File: config.mk
export PLATFORM = sky130hd
export DESIGN_NAME = cbdt_serial_mul
export DESIGN_NICKNAME = d
export VERILOG_FILES = /design/src/sv/cohesive_bond_damage_tracker_unit_defines.svh /design/src/sv/cbdt_pkg.sv /design/src/sv/cbdt_serial_mul.sv
export SDC_FILE = /design/constraint.sdc
export NUM_CORES = 1
export LEC_CHECK = 0
export BUFFER_PORTS_ARGS = -buffer_cell sky130_fd_sc_hd__buf_2
export CORE_MARGIN = 2
export CORE_UTILIZATION = 39
export DETAILED_ROUTE_END_ITERATION = 12
export HOLD_SLACK_MARGIN = 0.06
export PLACE_DENSITY_LB_ADDON = 0.3
export SLEW_MARGIN = 20
export SYNTH_ARGS = -nofsm -noshare
export SYNTH_HDL_FRONTEND = slang
export SYNTH_SLANG_ARGS = --single-unit
File: constraint.sdc
create_clock -name aclk -period 2.74 [get_ports aclk]
set_input_delay 0.822 -clock aclk [delete_from_list [all_inputs] [get_ports aclk]]
set_output_delay 0.822 -clock aclk [all_outputs]
set_load 0.1 [all_outputs]
File: src/sv/cohesive_bond_damage_tracker_unit_defines.svh
// Assertion macros for the cohesive bond damage tracker.
// Taken in by the top level; depends on nothing.
`ifndef COHESIVE_BOND_DAMAGE_TRACKER_UNIT_DEFINES_SVH
`define COHESIVE_BOND_DAMAGE_TRACKER_UNIT_DEFINES_SVH

// Same-cycle implication, disabled while reset is held.
`define CBDT_ASSERT_IMPL(name, clk, rst_n, ante, cons) \
    name: assert property (@(posedge clk) disable iff (!rst_n) (ante) |-> (cons)) \
        else $error("cbdt check failed");

// Next-cycle implication, disabled while reset is held.
`define CBDT_ASSERT_NEXT(name, clk, rst_n, ante, cons) \
    name: assert property (@(posedge clk) disable iff (!rst_n) (ante) |=> (cons)) \
        else $error("cbdt check failed");

`endif

File: src/sv/cbdt_pkg.sv
// Shared types and constants of the cohesive bond damage tracker.
// Used by cbdt_serial_mul and cohesive_bond_damage_tracker_unit; no dependencies.
package cbdt_pkg;

    localparam int unsigned CBDT_NODE_COUNT = 1024;

    localparam int MUL_W      = 32;
    localparam int S_TDATA_W  = 80;
    localparam int M_TDATA_W  = 56;
    localparam int CFG_IDX_W  = 3;
    localparam int CFG_DATA_W = 32;

    localparam logic [1:0] BOND_BONDED   = 2'd0;
    localparam logic [1:0] BOND_DAMAGING = 2'd1;
    localparam logic [1:0] BOND_FREE     = 2'd2;

    localparam logic [16:0] DMG_FULL = 17'h10000;

    localparam logic [CFG_IDX_W-1:0] CFG_FLOOR_HEIGHT   = 3'd0;
    localparam logic [CFG_IDX_W-1:0] CFG_RELEASE_GAP    = 3'd1;
    localparam logic [CFG_IDX_W-1:0] CFG_PEAK_STRESS    = 3'd2;
    localparam logic [CFG_IDX_W-1:0] CFG_BOND_STIFFNESS = 3'd3;
    localparam logic [CFG_IDX_W-1:0] CFG_NODE_AREA      = 3'd4;
    localparam logic [CFG_IDX_W-1:0] CFG_TIME_STEP      = 3'd5;

    typedef enum logic [2:0] {
        ST_CLEAR,
        ST_IDLE,
        ST_PREP,
        ST_MUL,
        ST_EVAL,
        ST_DIV,
        ST_UPDATE,
        ST_FINISH
    } ctl_state_t;

    typedef struct packed {
        logic [1:0]  bond;
        logic [16:0] damage;
        logic [31:0] released;
    } node_rec_t;

endpackage

File: src/sv/cbdt_serial_mul.sv
// Bit-serial unsigned multiplier, one multiplier bit per cycle.
// Depends on cbdt_pkg for the operand width.
module cbdt_serial_mul import cbdt_pkg::*; (
    input  logic                 aclk,
    input  logic                 aresetn,
    input  logic                 load,
    input  logic [MUL_W-1:0]     a,
    input  logic [MUL_W-1:0]     b,
    output logic                 busy,
    output logic [2*MUL_W-1:0]   product
);

    localparam int CNT_W = $clog2(MUL_W);

    logic [MUL_W-1:0]   a_reg, a_next;
    logic [MUL_W-1:0]   b_reg, b_next;
    logic [2*MUL_W-1:0] acc_reg, acc_next;
    logic [CNT_W-1:0]   cnt_reg, cnt_next;
    logic               busy_reg, busy_next;
    logic [MUL_W:0]     sum;

    always_comb begin
        sum       = {1'b0, acc_reg[2*MUL_W-1:MUL_W]} + {1'b0, (b_reg[0] ? a_reg : '0)};
        a_next    = a_reg;
        b_next    = b_reg;
        acc_next  = acc_reg;
        cnt_next  = cnt_reg;
        busy_next = busy_reg;
        if (load) begin
            a_next    = a;
            b_next    = b;
            acc_next  = '0;
            cnt_next  = '0;
            busy_next = 1'b1;
        end else if (busy_reg) begin
            acc_next = {sum, acc_reg[MUL_W-1:1]};
            b_next   = {1'b0, b_reg[MUL_W-1:1]};
            cnt_next = cnt_reg + 1'b1;
            if (cnt_reg == CNT_W'(MUL_W - 1)) begin
                busy_next = 1'b0;
            end
        end
    end

    always_ff @(posedge aclk) begin
        if (!aresetn) begin
            busy_reg <= 1'b0;
            cnt_reg  <= '0;
        end else begin
            busy_reg <= busy_next;
            cnt_reg  <= cnt_next;
        end
    end

    always_ff @(posedge aclk) begin
        a_reg   <= a_next;
        b_reg   <= b_next;
        acc_reg <= acc_next;
    end

    assign busy    = busy_reg;
    assign product = acc_reg;

endmodule

# Word level (Yosys, flattened, before mapping)
# Index checks and enable logic that the tools add are counted.
# W data, S select, Z words.
[classes]
addsub = 2
eq_ne = 1
mux = 6
bitwise = 1
n_reduce_logical = 2
[op_table]
columns = ["op", "n"]
rows = [
  ["$mux W32", 3],
  ["$add A32 B32 Y33", 1],
  ["$add A5 B1 Y5 const B", 1],
  ["$eq A5 B5 Y1 const B", 1],
  ["$mux W1", 3],
  ["$reduce_bool A2 Y1", 1],
  ["$reduce_or A2 Y1", 1],
  ["$not A1 Y1", 1],
]
[totals]
regBits = 134
out_inout_bits = 65

# Logic depth before layout (Yosys ltp)
[logic_depth]
ltp_word = 4
depth_mapped = 11
mapped_depth_nobuf = 10

# Worst setup path before layout
# No wires, ideal clock.
[synth_timing]
path_type = "register to register"
start = "register acc_reg[46] (netlist: product[46])"
end = "register acc_reg[60] (netlist: product[60])"
setup_time_ns = 0.122
arrival_time_ns = 3.084
setup_slack_ns = -0.465
stages_incl_launch_ff = 10
path_buffers = 1
synth_period_minus_slack_ns = 3.205
cell_sequence = "dfxtp_1 -> ha_1 -> buf_6 -> a21oi_2 -> o211ai_1 -> a2111oi_2 -> nor2_1 -> or4b_4 -> a31o_1 -> a221o_1"
[synth_via]
elab_chain_len = 1
[synth_lines]
columns = ["item", "line_no", "rtl"]
rows = [
  ["start: declaration", "cbdt_serial_mul.sv:17", "logic [2*MUL_W-1:0] acc_reg, acc_next;"],
  ["start signal: assignment", "cbdt_serial_mul.sv:58", "acc_reg <= acc_next;"],
  ["$add A32 B32 Y33", "cbdt_serial_mul.sv:23", "sum = {1'b0, acc_reg[2*MUL_W-1:MUL_W]} + {1'b0, (b_reg[0] ? a_reg : '0)};"],
]
# Every way passes these cells.
# A chain may end at the register's enable or synchronous reset.

# Worst setup path after layout
[layout_timing]
start = "register b_reg[0]"
end = "register acc_reg[60] (netlist: product[60])"
[layout_via]
elab_chain_len = 2
[layout_lines]
columns = ["item", "line_no", "rtl"]
rows = [
  ["start: declaration", "cbdt_serial_mul.sv:16", "logic [MUL_W-1:0] b_reg, b_next;"],
  ["start signal: assignment", "cbdt_serial_mul.sv:57", "b_reg <= b_next;"],
  ["$mux W32", "cbdt_serial_mul.sv:23", ""],
  ["$add A32 B32 Y33", "cbdt_serial_mul.sv:23", ""],
]
# Every way passes these cells.

==> impl_metrics.json <==
{
  "status": "complete, but fails checks",
  "violations": "setup timing",
  "min_from": "product[51]",
  "root_buffer": "clkbuf_16",
  "layout.nets": 935,
  "pwr-share-clk_pct": 37.2,
  "area_delta_synth_final_pct": 31.5,
  "hold_path.class": "flop to flop",
  "yosys-top-cells-area": "edfxtp_1 (28%), dfxtp_1 (21%), ha_1 (6.3%)",
  "multi_input_area_um2": 3410,
  "synthesis.area_um2": 6770,
  "worst_r2r_path_depth": 12,
  "largest_register_ffs": 64,
  "path_depth": 12,
  "synth.avg_cell_area_um2": 10.7,
  "grt_pass1_wl_um": 26200,
  "ys_ff_latch": 134,
  "initial_core_util_pct": 39.6,
  "power.leakage_uw": 0.00396,
  "fmax_ghz": 0.339,
  "tightest_slew_ps": 538,
  "crit_path_end_kind": "flop",
  "die_area_um2": 18400,
  "path_max_fanout": 22,
  "seq_power_share_pct": 40.7,
  "cpPeakStageDelay_ps": 540,
  "register_area_um2": 3360,
  "dr_total_vias": 5331,
  "hold_viol": 0,
  "clock_sinks": 134,
  "first_global_vias": 5386,
  "r2r_end": "product[60]",
  "cts-buffers-inserted": 17,
  "antenna_cells": 0,
  "cts_buffer_depth": 2,
  "pwr-share-comb_pct": 22.1,
  "hold_depth": 2,
  "power.density_nw_per_um2": 642,
  "avgRoutedWirePerCell_um": 14.9,
  "max_cap_viol_count": 0,
  "async_flop_share_pct": 0,
  "crit_start": "b_reg[0]",
  "cp_slowest_cell": "or4b_4",
  "crit_path_cell_trace": "buf_6, and2_1, ha_1, buf_4, nand4_1, nor2_1, a32oi_1, buf_4, a21boi_0, or4b_4, a31o_1, a221o_1",
  "rsz0062_at_grt": "true",
  "synth_nets": 736,
  "worstSkewPairLatency_ps": 420,
  "r2r-start": "b_reg[0]",
  "synthDistinctLibCells": 58,
  "die_width_um": 136,
  "synth_top_area_share_pct": 28.4,
  "grt_start_max_net_pins": 46,
  "drt-total-wl_um": 16000,
  "crit_buf_inv": 3,
  "drtAntennaViolNets": 0,
  "yosysSeqAreaShare_pct": 49.1,
  "drtIter0Drc": 360,
  "track_usage_pct": 18.1,
  "drc": 0,
  "yosys.area.top_type": "edfxtp_1",
  "htreeDepth": 4,
  "drive_above_1_share_pct": 39.1,
  "synth_flop_cell": "dfxtp_1",
  "die_h_um": 136,
  "power_uw": 5710,
  "ys_warn_count": 0,
  "fin_crit_ps": 2950,
  "place_congestion": 0.859,
  "cpLargestDelayFamily": "simple AND/OR/NAND/NOR gates",
  "io_pins": 132,
  "io_buffer_count": 131,
  "synth_edf_count": 64,
  "cp_common_cell": "buf_4",
  "internal_power_uw": 3930,
  "netlist_instances": 634,
  "clkTransAtPathRegs_ps": 60,
  "dp_cells": 1036,
  "cts_tree": "done",
  "vias_per_cell": 4.98,
  "antenna_found_initial": 0,
  "switching_power_uw": 1780,
  "dr.pass1.iters": 4,
  "final_cells": 1071,
  "critPathLaunchType": "flop",
  "setup_violations": 8,
  "path_class": "flop to flop",
  "skew_ps": 11.7,
  "r2r_slack_ps": -210,
  "n_fill_cell": 1582,
  "fin_crit_sh_pct": 108,
  "std_cell_rows": 48,
  "overflow": 0,
  "switching_share_pct": 31.1,
  "post-place-ws_ps": -286,
  "dp_hpwl_um": 11500,
  "finalMaxSlewViolations": 0,
  "crit_end": "product[60]",
  "worst-endpoint-required_ps": 3050,
  "slew_headroom_pct": 64.1,
  "core_area_um2": 17100,
  "setup_ws_ps": -213,
  "ir_worst_vdd_mv": 0.415,
  "critPathArrivalTime_ps": 3260
}
-- worst min-delay path by stage --
| stage | slack [ps] | endpoint |
|---|---|---|
| after floorplan | 470 | cnt_reg[4] |
| after global placement | 450 | product[51] |
| after detailed placement | 450 | product[51] |
| after CTS | 460 | product[51] |
| after global routing | 490 | product[51] |
| final | 460 | product[51] |
-- cells in the final DEF (no fill, tap or decap), types with 7 or more instances in the layout --
cell type	Yosys	final
dfxtp_2	0	24
buf_4	1	78
mux2i_1	42	42
and2_1	38	38
clkbuf_16	0	17
nand3_1	11	11
nor3_1	10	9
nand4_1	11	11
mux2_2	31	31
ha_1	34	29
a21oi_2	4	7
nand2_1	36	36
edfxtp_1	64	64
dfxtp_1	70	45
xor2_1	17	17
a21o_1	13	13
o21ai_0	34	29
inv_1	9	9
xnor2_1	7	7
buf_2	1	129
a21oi_1	30	27
nor2_1	70	70
-- layer usage --
layer	part of all wire (%)	track usage [%]	vias to the layer above	wire [um]
li1	-	-	2721	-
met3	6.6	5.95	16	1050
met5	0	0	-	0
met1	45	22.4	2471	7250
met4	1.4	5.84	0	230
met2	47	29.9	123	7460
-- Yosys cell counts, types with 2 or more instances --
| library cell | count |
|---|---|
| a211o_1 | 3 |
| a211oi_1 | 5 |
| a21boi_0 | 5 |
| a21o_1 | 13 |
| a21oi_1 | 30 |
| a21oi_2 | 4 |
| a221o_1 | 3 |
| a311oi_1 | 2 |
| a31oi_1 | 5 |
| a41oi_1 | 4 |
| and2_1 | 38 |
| and3_1 | 6 |
| and3_2 | 2 |
| buf_1 | 8 |
| clkbuf_1 | 15 |
| clkbuf_8 | 3 |
| dfxtp_1 | 70 |
| edfxtp_1 | 64 |
| ha_1 | 34 |
| inv_1 | 9 |
| mux2_2 | 31 |
| mux2i_1 | 42 |
| nand2_1 | 36 |
| nand2b_1 | 2 |
| nand3_1 | 11 |
| nand3b_1 | 2 |
| nand4_1 | 11 |
| nor2_1 | 70 |
| nor2b_1 | 4 |
| nor3_1 | 10 |
| o211ai_1 | 2 |
| o21a_1 | 5 |
| o21ai_0 | 34 |
| o31ai_1 | 3 |
| or3_1 | 3 |
| xnor2_1 | 7 |
| xor2_1 | 17 |
-- metrics by stage --
stage / cell area [um^2] / setup TNS, ps / hold WS (ps) / util (%)
2_1_floorplan: 6820 / -100 / 467 / -
3_3_place_gp: 8180 / -1220 / 447 / 47.8
3_5_place_dp: 8180 / -2090 / 450 / 47.8
4_1_cts: 8820 / -1040 / 464 / 51.5
5_1_grt: 8910 / -3010 / 489 / 52.0
6_report: 8910 / -577 / 456 / 52.0
-- tightest hold or removal path: stages, from the launching register on --
cell and delay [ps]:
dfxtp_2 330, nand2_1 40, o21ai_0 50
-- final cells by class --
class	count	area share [%]
timing repair buffer	210	14.3
multi-input combinational	461	38.3
clock buffer	20	5.13
inverter	9	0.379
sequential	134	37.7
clock inverter	12	1.03
tap	225	3.16
-- power groups by stage --
| stage | registers [uW] | logic (uW) | clock network [uW] |
|---|---|---|---|
| 2_1_floorplan | 2670 | 551 | 0 |
| 3_5_place_dp | 2370 | 1230 | 0 |
| 5_1_grt | 2340 | 1370 | 2260 |
| 6_report | 2330 | 1260 | 2130 |
| 4_1_cts | 2330 | 1250 | 2180 |
| 3_3_place_gp | 2370 | 1220 | 0 |
-- kinds of logic (layout without fill, tap and decap cells) --
kind of cell,after synthesis,count (layout),synth area share [%]
buf+inv,39,251,2.86
fa+ha+maj,35,35,6.58
compound gates,127,127,12.3
simple gates,202,202,14.7
xor+xnor,24,24,3.10
mux,73,73,11.4
flops,134,134,49.1
-- timing repair --
| item | in CTS | in global routing |
|---|---|---|
| resized for setup | 12 | 22 |
| hold buffers | 0 | 0 |
| endpoints found under the setup margin | 16 | 21 |
| pin swaps | 6 | 2 |
| endpoints found under the hold margin | 0 | 0 |
| buffers inserted | 3 | 0 |
Power figures use the tool's default switching activity.
